File: config.mk
export PLATFORM = sky130hd
export DESIGN_NAME = i2c_master_byte_sequencer_unit
export DESIGN_NICKNAME = d
export VERILOG_FILES = /design/src/rtl/i2cmbs_pkg.sv /design/src/rtl/i2cmbs_step.sv /design/src/rtl/i2c_master_byte_sequencer_unit.sv
export SDC_FILE = /design/constraint.sdc
export NUM_CORES = 1
export LEC_CHECK = 0
export BUFFER_PORTS_ARGS = -buffer_cell sky130_fd_sc_hd__buf_2
export CORE_MARGIN = 1.5
export CORE_UTILIZATION = 45
export CTS_CLUSTER_DIAMETER = 60
export DETAILED_ROUTE_END_ITERATION = 10
export PLACE_DENSITY = 0.71
export SLEW_MARGIN = 20
export SYNTH_ARGS = -nofsm -noshare
export SYNTH_HDL_FRONTEND = slang
export SYNTH_SLANG_ARGS = --single-unit
File: constraint.sdc
create_clock -name aclk -period 2.79 [get_ports aclk]
set_clock_uncertainty 0.15 [all_clocks]
set_input_delay 0.1395 -clock aclk [delete_from_list [all_inputs] [get_ports aclk]]
set_output_delay 0.1395 -clock aclk [all_outputs]
set_load 0.02 [all_outputs]
File: src/rtl/i2cmbs_pkg.sv
// Shared types and constants for the I2C master byte sequencer.
// No dependencies; imported by the step logic, the top level and the checker.
`timescale 1ns / 1ps

package i2cmbs_pkg;

    typedef enum logic [2:0] {
        OP_TICK  = 3'd0,
        OP_START = 3'd1,
        OP_STOP  = 3'd2,
        OP_WRITE = 3'd3,
        OP_READ  = 3'd4
    } op_t;

    localparam int BitsPerByte  = 8;
    localparam int MsbPos       = 7;
    localparam int PhasesPerBit = 2;

    localparam logic [4:0] START_PHASES = 5'd2;
    localparam logic [4:0] STOP_PHASES  = 5'd3;
    localparam logic [4:0] BIT_PHASES   = 5'(BitsPerByte * PhasesPerBit);
    localparam logic [4:0] BYTE_PHASES  = 5'((BitsPerByte + 1) * PhasesPerBit);

    // Sequencer state, one copy held in the top level.
    typedef struct packed {
        logic       scl;
        logic       sda;
        op_t        op;
        logic [4:0] phase;
        logic [7:0] tick;
        logic [7:0] shift;
        logic       ack_to_send;
        logic       ack_flag;
    } seq_state_t;

    // One result as it leaves the block.
    typedef struct packed {
        logic       nack_seen;
        logic [7:0] read_byte;
        logic       done_res;
        logic       busy_res;
        logic       sda_release;
        logic       scl_level;
    } seq_result_t;

endpackage

File: src/rtl/i2cmbs_step.sv
// Next-state logic of the I2C sequencer: one request in, the following state out.
// Depends on i2cmbs_pkg.
`timescale 1ns / 1ps

module i2cmbs_step (
    input  i2cmbs_pkg::seq_state_t cur,
    input  logic [7:0]             ticks_per_phase,
    input  logic [2:0]             operation,
    input  logic [7:0]             data_byte,
    input  logic                   send_ack,
    input  logic                   sda_in,
    output i2cmbs_pkg::seq_state_t nxt,
    output logic                   done
);
    import i2cmbs_pkg::*;

    // Line levels {scl, sda} on entering phase p of a command.
    function automatic logic [1:0] phase_lines(input op_t op, input logic [4:0] p,
                                               input logic [7:0] shift, input logic ack,
                                               input logic [1:0] keep);
        logic [1:0] lines;
        begin
            lines = keep;
            case (op)
                OP_START: lines = {1'b1, (p == 5'd0)};
                OP_STOP:  lines = {(p != 5'd0), (p == 5'd2)};
                OP_WRITE: lines = {p[0], (p < BIT_PHASES) ? shift[MsbPos] : 1'b1};
                OP_READ:  lines = {p[0], (p < BIT_PHASES) ? 1'b1 : ~ack};
                default:  lines = keep;
            endcase
            return lines;
        end
    endfunction

    logic       busy;
    logic [7:0] limit;
    logic [7:0] tick_inc;
    logic [4:0] phase_inc;
    logic [4:0] total;
    logic [7:0] shift_fin;
    logic       ack_fin;
    op_t        new_op;

    always_comb begin
        busy      = (cur.op != OP_TICK);
        limit     = (ticks_per_phase == 8'd0) ? 8'd1 : ticks_per_phase;
        tick_inc  = cur.tick + 8'd1;
        phase_inc = cur.phase + 5'd1;
        new_op    = op_t'(operation);

        case (cur.op)
            OP_START: total = START_PHASES;
            OP_STOP:  total = STOP_PHASES;
            default:  total = BYTE_PHASES;
        endcase

        // Work at the end of a high phase: rotate, shift in, or take the ack.
        shift_fin = cur.shift;
        ack_fin   = cur.ack_flag;
        if (cur.phase[0]) begin
            if (cur.op == OP_WRITE) begin
                if (cur.phase < BIT_PHASES) begin
                    shift_fin = {cur.shift[MsbPos-1:0], cur.shift[MsbPos]};
                end else begin
                    ack_fin = sda_in;
                end
            end else if (cur.op == OP_READ && cur.phase < BIT_PHASES) begin
                shift_fin = {cur.shift[MsbPos-1:0], sda_in};
            end
        end

        nxt  = cur;
        done = 1'b0;

        if (operation == OP_TICK) begin
            if (busy) begin
                if (tick_inc >= limit) begin
                    nxt.tick     = 8'd0;
                    nxt.shift    = shift_fin;
                    nxt.ack_flag = ack_fin;
                    if (phase_inc >= total) begin
                        // Sequence complete: park the lines after a start or a byte and go idle.
                        if (cur.op == OP_START) begin
                            nxt.scl = 1'b0;
                            nxt.sda = 1'b0;
                        end else if (cur.op == OP_WRITE || cur.op == OP_READ) begin
                            nxt.scl = 1'b0;
                            nxt.sda = 1'b1;
                        end
                        nxt.op    = OP_TICK;
                        nxt.phase = 5'd0;
                        done      = 1'b1;
                    end else begin
                        nxt.phase = phase_inc;
                        {nxt.scl, nxt.sda} = phase_lines(cur.op, phase_inc, shift_fin,
                                                         cur.ack_to_send, {cur.scl, cur.sda});
                    end
                end else begin
                    nxt.tick = tick_inc;
                end
            end
        end else if (operation <= OP_READ && !busy) begin
            nxt.op    = new_op;
            nxt.phase = 5'd0;
            nxt.tick  = 8'd0;
            if (operation == OP_WRITE) begin
                nxt.shift = data_byte;
            end
            if (operation == OP_READ) begin
                nxt.ack_to_send = send_ack;
            end
            {nxt.scl, nxt.sda} = phase_lines(new_op, 5'd0, nxt.shift, nxt.ack_to_send,
                                             {cur.scl, cur.sda});
        end
    end

endmodule

File: src/rtl/i2c_master_byte_sequencer_unit.sv
// I2C master byte sequencer, top level: handshake, state and result registers.
// Depends on i2cmbs_pkg and i2cmbs_step.
`timescale 1ns / 1ps

// Usage: send one request per command (start, stop, write byte, read byte) and
// one tick request per bus time step carrying the sampled SDA level; every
// request returns exactly one result with the SCL/SDA levels to drive, busy,
// a done pulse on the tick that ends a command, the shift register (read byte)
// and the write acknowledge sample. Each bus phase lasts ticks_per_phase ticks
// (zero counts as one). Commands given while busy and unknown operation codes
// leave the state alone and just report it. Throughput is one request per
// clock while results are taken, each result showing in the cycle after its
// request is accepted: the state update is one pass of combinational step
// logic between the state and result registers; s_tready drops only while a
// result sits untaken. Write ticks_per_phase only while no command is running.

module i2c_master_byte_sequencer_unit (
    input  logic        aclk,
    input  logic        aresetn,
    // Configuration: ticks_per_phase
    input  logic        cfg_wr_en,
    input  logic [7:0]  cfg_wr_data,
    // Request channel
    input  logic        s_tvalid,
    output logic        s_tready,
    input  logic [15:0] s_tdata,   // [7:0] data_byte, [8] send_ack, [9] sda_in, zero pad
    input  logic [2:0]  s_tuser,   // [2:0] operation
    // Result channel
    output logic        m_tvalid,
    input  logic        m_tready,
    output logic [15:0] m_tdata    // [0] scl_level, [1] sda_release, [2] busy_res,
                                   // [3] done_res, [11:4] read_byte, [12] nack_seen
);
    import i2cmbs_pkg::*;

    logic [7:0]  tpp_reg;
    seq_state_t  state_reg;
    seq_state_t  state_next;
    logic        done;
    logic        m_tvalid_reg;
    seq_result_t result_reg;
    seq_result_t result_next;
    logic        accept;

    // Take a new request whenever the result register is empty or being drained.
    assign s_tready = !m_tvalid_reg || m_tready;
    assign accept   = s_tvalid && s_tready;

    always_ff @(posedge aclk) begin
        if (!aresetn) begin
            tpp_reg <= 8'd1;
        end else if (cfg_wr_en) begin
            tpp_reg <= cfg_wr_data;
        end
    end

    i2cmbs_step u_step (
        .cur             (state_reg),
        .ticks_per_phase (tpp_reg),
        .operation       (s_tuser),
        .data_byte       (s_tdata[7:0]),
        .send_ack        (s_tdata[8]),
        .sda_in          (s_tdata[9]),
        .nxt             (state_next),
        .done            (done)
    );

    // The result reflects the state after the request.
    always_comb begin
        result_next.scl_level   = state_next.scl;
        result_next.sda_release = state_next.sda;
        result_next.busy_res    = (state_next.op != OP_TICK);
        result_next.done_res    = done;
        result_next.read_byte   = state_next.shift;
        result_next.nack_seen   = state_next.ack_flag;
    end

    // Advance the state only on an accepted request.
    always_ff @(posedge aclk) begin
        if (!aresetn) begin
            state_reg.scl         <= 1'b0;
            state_reg.sda         <= 1'b1;
            state_reg.op          <= OP_TICK;
            state_reg.phase       <= 5'd0;
            state_reg.tick        <= 8'd0;
            state_reg.shift       <= 8'd0;
            state_reg.ack_to_send <= 1'b0;
            state_reg.ack_flag    <= 1'b0;
        end else if (accept) begin
            state_reg <= state_next;
        end
    end

    // Result register: load on accept, hold while stalled, drop once taken.
    always_ff @(posedge aclk) begin
        if (!aresetn) begin
            m_tvalid_reg <= 1'b0;
        end else if (accept) begin
            m_tvalid_reg <= 1'b1;
        end else if (m_tready) begin
            m_tvalid_reg <= 1'b0;
        end
    end

    always_ff @(posedge aclk) begin
        if (accept) begin
            result_reg <= result_next;
        end
    end

    assign m_tvalid = m_tvalid_reg;
    assign m_tdata  = {3'b000, result_reg};

endmodule

### Yosys cells after proc, flatten, opt, wreduce, memory -nomap -nowiden

Index checks and enable logic that the tools add are counted.
W data, S select, Z words.

| word-level totals | value |
|---|---|
| register bits after elaboration | 50 |
| bits in latches | 0 |
| RAM bits | 0 |
| bits in read-only memories | 0 |
| bits of input ports | 32 |
| output and inout port bits | 18 |
| logic and storage cells | 87 |
| memories | 0 |

| cells by class | value |
|---|---|
| add/subtract/negate cells | 2 |
| multiply operators | 0 |
| div/mod/pow operators | 0 |
| magnitude comparators | 5 |
| equality and inequality tests | 11 |
| shift operators | 0 |
| multiplexer cells | 32 |
| bitwise operators | 2 |
| reductions and logical operators | 19 |

Operators with widths:

| operator | count |
|---|---|
| $mux W8 | 8 |
| $mux W26 | 2 |
| $mux W27 | 1 |
| $pmux W2 S4 | 2 |
| $eq A3 B2 Y1 const B | 4 |
| $mux W1 | 12 |
| $lt A5 B5 Y1 const B | 2 |
| $mux W10 | 1 |
| $pmux W5 S2 | 1 |
| $reduce_and A3 Y1 | 3 |
| $add A8 B1 Y8 const B | 1 |
| $ge A8 B8 Y1 | 1 |
| $logic_not A8 Y1 | 1 |
| $eq A3 B1 Y1 const B | 2 |
| $eq A3 B3 Y1 const B | 2 |
| $mux W2 | 3 |
| $reduce_bool A3 Y1 | 2 |
| $add A5 B1 Y5 const B | 1 |
| $eq A5 B2 Y1 const B | 1 |
| $ge A5 B5 Y1 | 1 |
| $logic_not A5 Y1 | 1 |
| $mux W5 | 1 |
| $reduce_bool A5 Y1 | 1 |
| $reduce_and A4 Y1 | 1 |
| other kinds (10) | 16 |

### Depth between registers and ports, before layout

Gate-level depths: netlist of run 1.

| logic depth | value |
|---|---|
| word-level depth | 12 |
| gate-level depth with buffers | 13 |
| depth with buffers taken out | 12 |

### Modules after synthesis

Synthesis of run 1 repeated with hierarchy kept, for this count alone.

| unflattened totals | value |
|---|---|
| cell total of the unflattened synthesis | 402 |
| area total of the unflattened synthesis | 3435.8 um2 |

Modules (own cells, without submodules):

| module | times used | cells each | area each (um2) | seq. area each (um2) |
|---|---|---|---|---|
| i2c_master_byte_sequencer_unit | 1 | 170 | 1878.1 | 1131.1 |
| i2cmbs_step | 1 | 232 | 1557.7 | 0.0 |

### Least setup slack after synthesis of run 1

OpenSTA, ideal clock, no wires.

| timing path | value |
|---|---|
| path type | register to register |
| from | register state_reg[12] in the netlist's numbering |
| to | register state_reg[14] in the netlist's numbering |
| setup time | 0.088 ns |
| data arrival time | 2.777 ns |
| data required time | 2.552 ns |
| slack | -0.226 ns |
| cell stages (with the launch flop) | 14 |
| buffers on the path | 1 |
| clock period less this slack | 3.016 ns |
| cells stage by stage | dfxtp_1 -> and3_1 -> and3_1 -> nand3_1 -> xnor2_1 -> ha_1 -> a211oi_2 -> o21ai_2 -> a41oi_4 -> nor2_1 -> nor3_2 -> buf_4 -> a41oi_1 -> a311oi_2 |

| between the ends | value |
|---|---|
| longest elaborated chain between the ends | 5 |

RTL lines:

| item | RTL line | text |
|---|---|---|
| from (decl) | i2c_master_byte_sequencer_unit.sv:37 | `seq_state_t state_reg;` |
| from (signal assigned) | i2c_master_byte_sequencer_unit.sv:90 | `state_reg <= state_next;` |
| $add A8 B1 Y8 * | i2cmbs_step.sv:47 | `tick_inc = cur.tick + 8'd1;` |
| $ge A8 B8 Y1 | i2cmbs_step.sv:77 | `if (tick_inc >= limit) begin` |
| $mux W8 * | i2cmbs_step.sv:77 |  |
| $mux W26 * | i2cmbs_step.sv:76 | `if (busy) begin` |
| $mux W26 * | i2cmbs_step.sv:75 | `if (operation == OP_TICK) begin` |

Every way passes the cells marked *; elsewhere a longest branch is shown, timed or not. The select of a mux whose other input is x is not followed.
A chain may end at the register's enable or synchronous reset.

### Worst setup path in the final report of run 1

| timing path | value |
|---|---|
| from | register state_reg[11] in the netlist's numbering |
| to | register state_reg[20] in the netlist's numbering |

| between the ends | value |
|---|---|
| longest elaborated chain between the ends | 4 |

RTL lines:

| item | RTL line |
|---|---|
| $add A8 B1 Y8 | i2cmbs_step.sv:47 |
| $ge A8 B8 Y1 | i2cmbs_step.sv:77 |
| $ne A2 B2 Y1 (no line) | -- |
| $reduce_and A4 Y1 (no line) | -- |

Every way passes these cells.

==> qor.log, run 1 <==
[yosys] library cell occupying the most area in the post-synthesis netlist sky130_fd_sc_hd__dfxtp_1
[yosys] cell types with the highest counts after synthesis sky130_fd_sc_hd__dfxtp_1, sky130_fd_sc_hd__a21oi_1, sky130_fd_sc_hd__nor2_1, sky130_fd_sc_hd__nand2_1, sky130_fd_sc_hd__nand3_1
[yosys] most common flop cell mapped by yosys sky130_fd_sc_hd__dfxtp_1
[pwr] worst vdd ir 0.000219 V
[yosys] register bit total from synthesis 50
[global_route] pin count of the biggest net entering global routing 24
[finish] ratio of cells with drive above 1 in the final layout 31.3%
[critical_path] worst r2r path cells 14
[yosys] Yosys Warn Count 0
[die] Die ar. 0.00754 sq mm
[global_route] number of antenna violations at the first check in global routing 0
[pwr] Seq pwr share 49.8%
[critical_path] Setup crit start kind flip-flop
[detailed_routing] Detailed Routing Iterations Pass 1 4
[detailed_routing] DRC violations left 0
[yosys] synthesized area 0.00316 sq mm
[critical_path] worst endpoint required time 2850 ps
[pwr] NetSw 466 uW
[finish] diode count 0
[yosys] largest cells by area after synthesis sky130_fd_sc_hd__dfxtp_1, sky130_fd_sc_hd__edfxtp_1, sky130_fd_sc_hd__a21oi_1
[pwr] proportion of power drawn by the clock network 29.7%
[detailed_routing] Routed Wire Length 7930 um
[placement] DP Area 0.00367 sq mm
[cts] clock tree from TritonCTS built
[cts] clock latency at the later pin of the worst-skew pair 300 ps
[cts] CTS clock-pin slew for the worst setup and hold paths 90 ps
[flow_run] max_cap viols 0
[die] number of standard-cell rows in the floorplan 30
[pwr] Switching Share 28.8%
[yosys] area share of the leading cell type in the synthesized netlist 23.4%
[global_route] vias in the first global route 2,769
[critical_path] arrival time of data at the critical path endpoint 2890 ps
[yosys] share of synthesized area occupied by flip-flops and latches 35.8%
[hold_path] start point of the worst min-delay path m_tready
[global_route] Remaining Overflow, GRT 0
[detailed_routing] iteration-0 DRC count of the detailed router 146
[die] die span in x 86.8 um
[detailed_routing] detailed-route via count 3,018
[critical_path] Crit Path Max Fanout 6
[critical_path] Worst Setup End Kind flip-flop
[detailed_routing] average via count per standard cell 5.52
[finish] Net count, final 496
[cts] # H-tree levels 2
[yosys] most instantiated library cell after synthesis sky130_fd_sc_hd__dfxtp_1
[hold_path] Hold WC Path Type primary input to flip-flop
[timing] relative slew slack 59.9%
[timing] Tcrit/Tclk final 102%
[run_status] failing checks setup timing
[finish] Post-Layout Inst Area 0.00410 sq mm
[die] number of primary I/O pins 50
[yosys] number of enable-type register cells in the synthesized netlist 13
[global_route] first-pass GRT wire length 12,700 um
[yosys] number of standard cells after synthesis 370
[placement] port bufs 40
[timing] maximum clock frequency 353 MHz
[finish] number of flip-flops under the largest register name 28
[critical_path] reg2reg start state_reg[11]
[pwr] fraction of power consumed by combinational cells 20.6%
[run_status] run status finished with violations
[critical_path] r2r setup slk -40 ps
[timing] number of failing hold endpoints at the final stage 0
[yosys] count of distinct cell types in the synthesized netlist 66
[placement] final weighted congestion in routability-driven placement 0.888
[yosys] fraction of synthesis flops using an asynchronous set or reset pin 0%
[die] starting density of the core 46.6%
[hold_path] cell count of the worst hold path 3
[die] core area 0.00679 sq mm
[placement] post-detailed-placement half-perimeter wirelength 5600 um
[placement] worst setup slack before clock tree synthesis -107 ps
[yosys] average size of a mapped cell 8.55 sq um
[pwr] internal power contribution 1.15 mW
[die] Die Y 86.8 um
[timing] final number of max-transition violations 0
[detailed_routing] Avg WL per Cell 14.5 um
[timing] Final Worst Setup Slack -44.7 ps
[finish] area growth from synthesis to layout 29.6%
[timing] measured slew at the worst slew-check pin 602 ps
[detailed_routing] antenna-violating nets left 0
[timing] unrepaired setup endpoints after global routing true
[cts] Longest Clk Path Bufs 2
[timing] post-layout min period 2830 ps
[hold_path] hold worst-path end m_tvalid
[critical_path] capture instance of the worst register-to-register path state_reg[20]
[finish] FILL cells 579
[timing] final setup violating endpoints 9
[cts] clk sinks 50
[pwr] power density of the placed cells 394 mW/mm^2
[cts] Root Driver sky130_fd_sc_hd__clkbuf_8
[cts] clock buffer count from CTS 5
[critical_path] type of the setup path with the least slack flip-flop to flip-flop
[pwr] Leakage Power 1.67 nW
[global_route] Total Routing Usage GR 21.1%
==> power groups by stage <==
stage / clock network (mW) / logic (mW) / registers [mW]
2_1_floorplan: 0 / 0.184 / 0.838
3_3_place_gp: 0 / 0.296 / 0.819
3_5_place_dp: 0 / 0.301 / 0.821
4_1_cts: 0.491 / 0.319 / 0.805
5_1_grt: 0.519 / 0.360 / 0.810
6_report: 0.479 / 0.332 / 0.805
==> cells by family (layout without fill, tap and decap cells) <==
group	count (synthesis)	count (layout)	share of synthesized area, %
multiplexers	12	12	3.84
adder cells (fa/ha/maj)	14	14	5.54
AO/OA/AOI/OAI	114	114	24.6
other	1	3	0.119
flip-flops	50	50	35.8
buffers and inverters	34	113	5.10
XOR/XNOR	7	7	1.94
AND/OR/NAND/NOR	138	138	23.1
==> what timing repair did <==
action,4_1_cts,5_1_grt
endpoints found under the hold margin,11,0
pin swaps,9,7
hold buffers,11,0
resized for setup,18,21
setup buffers,4,1
setup endpoints to repair,24,40
cloned,0,0
==> per-stage QoR <==
step / instances / TNS, ps / hold WS (ps) / utilization, % / total power, mW
floorplan: 372 / 0 / 118 / - / 1.02
global placement: 523 / -832 / 220 / 54.1 / 1.11
detailed placement: 523 / -1440 / 220 / 54.1 / 1.12
CTS: 546 / -222 / 7.44 / 58.5 / 1.61
global route: 547 / -2950 / 22.7 / 60.3 / 1.69
finish: 547 / -107 / 10.1 / 60.3 / 1.62
==> per-layer routing <==
| metal | routed length, um | global-route usage, % | up-vias |
|---|---|---|---|
| li1 | - | - | 1503 |
| met4 | 95 | 5.57 | 0 |
| met5 | 0 | 0 | - |
| met3 | 342 | 2.67 | 9 |
| met2 | 3860 | 35.7 | 86 |
| met1 | 3630 | 28.3 | 1420 |
==> layout make-up <==
class / count / area (sq um) / area share (%)
Multi-Input combinational cell: 288 / 2060 / 50.1
Tap cell: 96 / 120 / 2.93
Inverter: 13 / 48.8 / 1.19
Sequential cell: 50 / 1140 / 27.7
Clock buffer: 8 / 101 / 2.47
Timing Repair Buffer: 92 / 637 / 15.5
==> worst max-delay path by stage <==
stage / from / endpoint / cells past startpoint / slack, ps
CTS: state_reg[10] / state_reg[12] / 13 / -50
detailed placement: state_reg[11] / m_tdata[1] / 12 / -110
global route: state_reg[10] / state_reg[12] / 13 / -140
finish: state_reg[11] / state_reg[20] / 14 / -40
global placement: state_reg[11] / state_reg[12] / 13 / -80
floorplan: state_reg[12] / state_reg[14] / 13 / 3
==> worst max-delay path, cell delays in order (launching register included) <==
cell	delay [ps]
sky130_fd_sc_hd__dfxtp_2	360
sky130_fd_sc_hd__and3_4	190
sky130_fd_sc_hd__and3_4	210
sky130_fd_sc_hd__nand3_4	100
sky130_fd_sc_hd__xnor2_4	160
sky130_fd_sc_hd__ha_4	280
sky130_fd_sc_hd__buf_4	90
sky130_fd_sc_hd__o21a_1	150
sky130_fd_sc_hd__nor2_2	70
sky130_fd_sc_hd__nor2_4	190
sky130_fd_sc_hd__nand2_2	110
sky130_fd_sc_hd__buf_4	150
sky130_fd_sc_hd__a21o_4	230
sky130_fd_sc_hd__o2bb2ai_1	120
sky130_fd_sc_hd__a21o_1	170
==> cell usage in the layout (no fill, tap or decap), drive strengths merged, types with 13 or more instances in the layout <==
master and instances:
a21oi 35, buf 81, dfxtp 37, edfxtp 13, ha 14, inv 13
nand2 33, nand3 17, nor2 36, nor2b 14, o21ai 19
(Power assumes the default switching activity.)
==> run 2: changes to the inputs <==
--- a/config.mk
+++ b/config.mk
@@ -6,7 +6,7 @@
 export NUM_CORES = 1
 export LEC_CHECK = 0
 export BUFFER_PORTS_ARGS = -buffer_cell sky130_fd_sc_hd__buf_2
-export CORE_MARGIN = 1.5
+export CORE_MARGIN = 1
 export CORE_UTILIZATION = 45
 export CTS_CLUSTER_DIAMETER = 60
 export DETAILED_ROUTE_END_ITERATION = 10
==> run 2 against run 1 <==
Against the previous run:
- the run still ends with setup timing left
- setup slack worse by 110 ps
- power up 0.68%
- count of clock-buffer cells in the layout down 2
- maximum frequency down 3.6%
- cell count up 0.73%
- flip-flop and latch count unchanged
- global-route usage up 1.1 points
- die area down 2.3%
- non-clock buffer count up 3
- critical path depth down 3
- critical endpoint is now m_tdata[7]
- largest cell class unchanged
- largest power group unchanged
- highest routed layer unchanged
==> qor.log, run 2 (synthesized netlist as in run 1, its figures left out) <==
[hold_path] Hold WC Path Type primary input to flip-flop
[timing] relative slew slack 57.0% [-2.9 points]
[critical_path] type of the setup path with the least slack flip-flop to flip-flop
[detailed_routing] max layer used met4
[die] number of standard-cell rows in the floorplan 30 [unchanged]
[finish] total area of multi-input combinational cells 0.00212 sq mm [+3.3%]
[global_route] number of antenna violations at the first check in global routing 0 [unchanged]
[finish] ratio of cells with drive above 1 in the final layout 34.1% [+2.8 points]
[cts] clock buffer count from CTS 5 [unchanged]
[die] number of primary I/O pins 50 [unchanged]
[placement] port bufs 40 [unchanged]
[critical_path] Worst Setup End Kind flip-flop
[timing] measured slew at the worst slew-check pin 645 ps [+43.0 ps]
[die] starting density of the core 46.6% [unchanged]
[detailed_routing] iteration-0 DRC count of the detailed router 163 [+12%]
[cts] # H-tree levels 2 [unchanged]
[die] core area 0.00679 sq mm [unchanged]
[global_route] pin count of the biggest net entering global routing 24 [unchanged]
[cts] Longest Clk Path Bufs 2 [unchanged]
[detailed_routing] detailed-route via count 3,062 [+1.5%]
[cts] Root Driver sky130_fd_sc_hd__clkbuf_8
[finish] Post-Layout Inst Area 0.00420 sq mm [+2.4%]
[global_route] Remaining Overflow, GRT 0 [unchanged]
[placement] post-detailed-placement half-perimeter wirelength 5690 um [+1.5%]
[finish] total area of sequential cells 0.00114 sq mm [unchanged]
[timing] final number of max-transition violations 0 [unchanged]
[detailed_routing] Detailed Routing Iterations Pass 1 5 [+1]
[pwr] power density of the placed cells 388 mW/mm^2 [-1.7%]
[finish] number of flip-flops under the largest register name 28 [unchanged]
[detailed_routing] routed length on met3 403 um [+18%]
[finish] leading cell types in the layout, fill and taps excluded sky130_fd_sc_hd__buf_2, sky130_fd_sc_hd__buf_4, sky130_fd_sc_hd__dfxtp_1, sky130_fd_sc_hd__nor2_1, sky130_fd_sc_hd__nand2_1
[detailed_routing] M1 wire length 3750 um [+3.3%]
[die] die span in x 85.8 um [-1.2%]
[finish] diode count 0 [unchanged]
[finish] Net count, final 500 [+0.81%]
[timing] unrepaired setup endpoints after global routing true
[finish] FILL cells 574 [-0.86%]
[detailed_routing] average via count per standard cell 5.56 [+0.72%]
[pwr] Leakage Power 1.71 nW [+2.2%]
[flow_run] max_cap viols 0 [unchanged]
[detailed_routing] total met2 wirelength after detailed routing 4050 um [+4.9%]
[critical_path] r2r setup slk -150 ps [-110 ps]
[timing] Final Worst Setup Slack -151 ps [-106 ps]
[timing] number of failing hold endpoints at the final stage 0 [unchanged]
[detailed_routing] DRC violations left 0 [unchanged]
[critical_path] Setup crit start kind flip-flop
[critical_path] Crit Path Max Fanout 5 [-1]
[global_route] first-pass GRT wire length 12,800 um [+0.82%]
[cts] clk sinks 50 [unchanged]
[timing] Tcrit/Tclk final 105% [+3.8 points]
[finish] area growth from synthesis to layout 32.8%
[detailed_routing] Avg WL per Cell 15.1 um [+4.4%]
[critical_path] family with the most delay on the worst path simple AND/OR/NAND/NOR gates
[critical_path] arrival time of data at the critical path endpoint 2840 ps [-50 ps]
[hold_path] cell count of the worst hold path 2 [-1]
[detailed_routing] antenna-violating nets left 0 [unchanged]
[cts] clock latency at the later pin of the worst-skew pair 320 ps [+20 ps]
[placement] DP Area 0.00367 sq mm [unchanged]
[global_route] vias in the first global route 2,723 [-1.7%]
[run_status] failing checks setup timing
[finish] leading cell type in the layout, fill and taps excluded sky130_fd_sc_hd__buf_2
[critical_path] buffers plus inverters on the worst setup path 1 [-1]
[cts] CTS clock-pin slew for the worst setup and hold paths 90 ps [about the same]
[critical_path] cell type of the slowest stage on the worst timing path sky130_fd_sc_hd__or3_4
[timing] maximum clock frequency 340 MHz [-3.6%]
[placement] final weighted congestion in routability-driven placement 0.924 [+4.0%]
[critical_path] critical path's most frequent cell sky130_fd_sc_hd__ha_2
[cts] clock tree from TritonCTS built
[timing] post-layout min period 2940 ps [+106 ps]
[hold_path] hold worst-path end tpp_reg[0]
[die] Die ar. 0.00737 sq mm [-2.3%]
[critical_path] peak per-stage delay on the critical path 430 ps [+70 ps]
[finish] Util after Layout 61.8% [+1.5 points]
[critical_path] cell-by-cell listing of the critical path ha_2, nand3_2, nor2_1, xor2_1, ha_2, o21a_1, o21ai_1, buf_4, or3_4, nand2_1, a21oi_1
[critical_path] worst endpoint required time 2690 ps [-160 ps]
[pwr] worst vdd ir 0.000199 V [-9.2%]
[critical_path] capture instance of the worst register-to-register path m_tdata[7]
[hold_path] start point of the worst min-delay path aresetn
[timing] final setup violating endpoints 28 [+19]
[critical_path] reg2reg start state_reg[10]
[die] Die Y 85.8 um [-1.2%]
[global_route] Total Routing Usage GR 22.1% [+1.1 points]
[detailed_routing] Routed Wire Length 8340 um [+5.2%]
[critical_path] worst r2r path cells 11 [-3]
[run_status] run status finished with violations
-- run 2: power breakdown --
part | internal [mW] | total (mW) | switching [mW]
Sequential | 0.782 | 0.805 | 0.0237
Combinational | 0.153 | 0.360 | 0.207
Clock | 0.201 | 0.462 | 0.261
Total | 1.14 | 1.63 | 0.492
-- run 2: worst max path at each step --
stage               cells past startpoint            end           from  slack (ps)
floorplan                              13  state_reg[14]  state_reg[12]           3
global placement                       12     m_tdata[5]  state_reg[10]         -50
detailed placement                     13  state_reg[14]  state_reg[11]        -170
CTS                                    13  state_reg[14]  state_reg[12]        -150
global route                           14   state_reg[2]  state_reg[10]        -290
finish                                 11     m_tdata[7]  state_reg[10]        -150
-- run 2: layout make-up --
class                   count  area share (%)
multi-input cells         289            50.6
flip-flops and latches     50            27.1
repair buffers             95            16.1
well taps                  96            2.86
clock buffers               6            1.97
inverters                  13            1.16
clock inverters             2           0.268
-- run 2: timing repair --
item	4_1_cts	5_1_grt
setup buffers	5	3
setup endpoints to repair	27	40
gates resized for setup	33	27
endpoints found under the hold margin	11	0
gates cloned	1	0
pin swaps	29	13
hold buffers	12	0
-- run 2: metal layers --
layer  global-route usage (%)  up-vias
li1                         -     1524
met1                     29.3     1415
met2                     37.2      105
met3                     3.85       18
met4                     6.21        0
met5                        0        -
-- run 2: through the flow --
step / setup TNS (ps) / std cells / hold slack (ps) / power [mW] / worst slack, ps
3_3_place_gp: -386 / 523 / 219 / 1.12 / -48.6
2_1_floorplan: 0 / 372 / 118 / 1.02 / 2.59
4_1_cts: -1680 / 548 / 14.4 / 1.61 / -151
3_5_place_dp: -1840 / 523 / 212 / 1.13 / -169
5_1_grt: -7310 / 551 / 14.3 / 1.69 / -290
6_report: -1890 / 551 / 20.7 / 1.63 / -151
==> run 3: changes to the inputs <==
--- a/config.mk
+++ b/config.mk
@@ -10,7 +10,7 @@
 export CORE_UTILIZATION = 45
 export CTS_CLUSTER_DIAMETER = 60
 export DETAILED_ROUTE_END_ITERATION = 10
-export PLACE_DENSITY = 0.71
+export PLACE_DENSITY_LB_ADDON = 0.12
 export SLEW_MARGIN = 20
 export SYNTH_ARGS = -nofsm -noshare
 export SYNTH_HDL_FRONTEND = slang
==> constraint.sdc (replaced) <==
create_clock -name aclk -period 2.79 [get_ports aclk]
set_clock_uncertainty 0.15 [all_clocks]
set_input_delay 0.1395 -clock aclk [delete_from_list [all_inputs] [get_ports aclk]]
set_output_delay 0.1395 -clock aclk [all_outputs]
set_load 0.1 [all_outputs]
==> run 3 against run 2 <==
Against the previous run:
- the flow still finishes with violations (setup timing)
- sequential share of layout area up 0.19 points
- flip-flop and latch count unchanged
- global-route usage down 0.89 points
- clock power down 7.1%
==> qor.log, run 3 (synthesized netlist as in run 1, its figures left out) <==
[placement] Cell Count Post-Placement 533 [+1.9%]
[critical_path] buffers plus inverters on the worst setup path 0 [-1]
[finish] ratio of cells with drive above 1 in the final layout 33.0% [-1.1 points]
[critical_path] cell-by-cell listing of the critical path and3_4, and3_4, nand3_2, xnor2_2, ha_1, a211oi_2, o21ai_2, a41oi_4, nor2_4, nor3_4, or2b_1, a311oi_1
[cts] # H-tree levels 2 [unchanged]
[global_route] Remaining Overflow, GRT 0 [unchanged]
[die] number of primary I/O pins 50 [unchanged]
[timing] post-layout min period 2870 ps [-67.2 ps]
[critical_path] arrival time of data at the critical path endpoint 2930 ps [+90 ps]
[run_status] failing checks setup timing
[critical_path] cell type of the slowest stage on the worst timing path sky130_fd_sc_hd__dfxtp_2
[flow_run] max_cap viols 0 [unchanged]
[critical_path] type of the setup path with the least slack flip-flop to flip-flop
[global_route] first-pass GRT wire length 12,500 um [-2.8%]
[global_route] Total Routing Usage GR 21.2% [-0.89 points]
[global_route] pin count of the biggest net entering global routing 28 [+17%]
[detailed_routing] DRC violations left 0 [unchanged]
[cts] clock tree from TritonCTS built
[die] Die ar. 0.00737 sq mm [unchanged]
[finish] Post-Layout Inst Area 0.00417 sq mm [-0.60%]
[placement] post-detailed-placement half-perimeter wirelength 5540 um [-2.5%]
[timing] final number of max-transition violations 0 [unchanged]
[timing] final setup violating endpoints 8 [-71%]
[finish] FILL cells 611 [+6.4%]
[critical_path] Worst Setup End Kind flip-flop
[timing] maximum clock frequency 348 MHz [+2.3%]
[hold_path] Hold WC Path Type primary input to flip-flop
[finish] Layout Cells excl Fill 554 [+0.54%]
[finish] leading cell type in the layout, fill and taps excluded sky130_fd_sc_hd__buf_4
[timing] Tcrit/Tclk final 103% [-2.4 points]
[cts] clock buffer count from CTS 5 [unchanged]
[cts] clock latency at the later pin of the worst-skew pair 310 ps [about the same]
[pwr] worst vdd ir 0.000199 V [about the same]
[detailed_routing] Routed Wire Length 7680 um [-8.0%]
[finish] leading cell types in the layout, fill and taps excluded sky130_fd_sc_hd__buf_4, sky130_fd_sc_hd__buf_2, sky130_fd_sc_hd__dfxtp_1, sky130_fd_sc_hd__nor2_1, sky130_fd_sc_hd__nand2_1
[placement] DP Area 0.00376 sq mm [+2.5%]
[critical_path] Crit Path Max Fanout 4 [-1]
[timing] measured slew at the worst slew-check pin 695 ps [+49.7 ps]
[pwr] power density of the placed cells 410 mW/mm^2 [+5.7%]
[die] starting density of the core 46.6% [unchanged]
[cts] clk sinks 50 [unchanged]
[cts] Longest Clk Path Bufs 2 [unchanged]
[finish] Net count, final 503 [+0.60%]
[critical_path] r2r setup slk -80 ps [+70 ps]
[timing] relative slew slack 53.7% [-3.3 points]
[timing] unrepaired setup endpoints after global routing true
[cts] Root Driver sky130_fd_sc_hd__clkbuf_8
[finish] diode count 0 [unchanged]
[finish] total area of sequential cells 0.00114 sq mm [+0.11%]
[pwr] Leakage Power 1.70 nW [-0.72%]
[timing] number of failing hold endpoints at the final stage 0 [unchanged]
[critical_path] peak per-stage delay on the critical path 350 ps [-80 ps]
[die] core area 0.00679 sq mm [unchanged]
[detailed_routing] average via count per standard cell 5.36 [-3.5%]
[timing] Final Worst Setup Slack -83.3 ps [+67.2 ps]
[detailed_routing] iteration-0 DRC count of the detailed router 142 [-13%]
[die] number of standard-cell rows in the floorplan 30 [unchanged]
[die] die span in x 85.8 um [unchanged]
[detailed_routing] Detailed Routing Iterations Pass 1 4 [-1]
[global_route] number of antenna violations at the first check in global routing 0 [unchanged]
[placement] port bufs 40 [unchanged]
[die] Die Y 85.8 um [unchanged]
[critical_path] critical path's most frequent cell sky130_fd_sc_hd__and3_4
[finish] area growth from synthesis to layout 32.0%
[detailed_routing] antenna-violating nets left 0 [unchanged]
[placement] final weighted congestion in routability-driven placement 0.890 [-3.6%]
[critical_path] Setup crit start kind flip-flop
[finish] total area of multi-input combinational cells 0.00208 sq mm [-2.1%]
[run_status] run status finished with violations
[critical_path] worst endpoint required time 2850 ps [+160 ps]
[cts] CTS clock-pin slew for the worst setup and hold paths 90 ps [about the same]
[detailed_routing] detailed-route via count 2,972 [-2.9%]
[finish] number of flip-flops under the largest register name 28 [unchanged]
[critical_path] family with the most delay on the worst path simple AND/OR/NAND/NOR gates
[global_route] vias in the first global route 2,626 [-3.6%]
[detailed_routing] Avg WL per Cell 13.9 um [-8.5%]
==> run 3: timing repair <==
action,CTS,global route
hold buffers,13,0
buffers inserted,0,1
endpoints found under the setup margin,28,37
endpoints found under the hold margin,11,0
resized for setup,19,29
pin swaps,4,8
==> run 3: per-layer routing <==
| metal | vias up | share of wire, % | global-route usage (%) |
|---|---|---|---|
| met2 | 64 | 47 | 35.2 |
| li1 | 1524 | - | - |
| met1 | 1377 | 48 | 28.6 |
| met5 | - | 0 | 0 |
| met3 | 7 | 4.0 | 3.66 |
| met4 | 0 | 1.1 | 5.61 |
==> run 3: layout make-up <==
| cell class | count | area share [%] |
|---|---|---|
| timing repair buffer | 99 | 16.8 |
| sequential | 50 | 27.3 |
| inverter | 13 | 1.17 |
| clock buffer | 6 | 1.74 |
| multi-input combinational | 288 | 49.9 |
| tap | 96 | 2.88 |
| clock inverter | 2 | 0.330 |
==> run 3: path summary, 6_finish.rpt <==
kind | from | end | cells past startpoint
worst max-delay path | state_reg[10] | state_reg[12] | 12
worst max register to register | state_reg[10] | state_reg[12] | 12
worst min register to register | tpp_reg[2] | tpp_reg[2] | 2
worst min-delay path | s_tdata[2] | m_tdata[6] | 3
==> run 3: power by group <==
part / internal [mW] / total (mW) / switching, mW
combinational: 0.153 / 0.477 / 0.323
clock: 0.178 / 0.429 / 0.252
sequential: 0.782 / 0.804 / 0.0218
==> run 3: stage by stage <==
step / hold WS (ps) / setup WS [ps] / TNS [ps] / util, % / power (mW)
after floorplan: 111 / 1.89 / 0 / - / 1.14
after global placement: 208 / -64.1 / -713 / 55.4 / 1.24
after detailed placement: 210 / -154 / -1480 / 55.4 / 1.25
after CTS: 53.2 / -63.9 / -199 / 59.7 / 1.71
after global routing: 70.7 / -182 / -2740 / 61.4 / 1.79
final: 70.7 / -83.3 / -229 / 61.4 / 1.71
==> run 3: worst register-to-register path, stage by stage (launching register included) <==
cell                       delay (ps)
sky130_fd_sc_hd__dfxtp_2          350
sky130_fd_sc_hd__and3_4           180
sky130_fd_sc_hd__and3_4           200
sky130_fd_sc_hd__nand3_2           90
sky130_fd_sc_hd__xnor2_2          160
sky130_fd_sc_hd__ha_1             310
sky130_fd_sc_hd__a211oi_2         210
sky130_fd_sc_hd__o21ai_2          110
sky130_fd_sc_hd__a41oi_4          280
sky130_fd_sc_hd__nor2_4            70
sky130_fd_sc_hd__nor3_4           170
sky130_fd_sc_hd__or2b_1           250
sky130_fd_sc_hd__a311oi_1         270
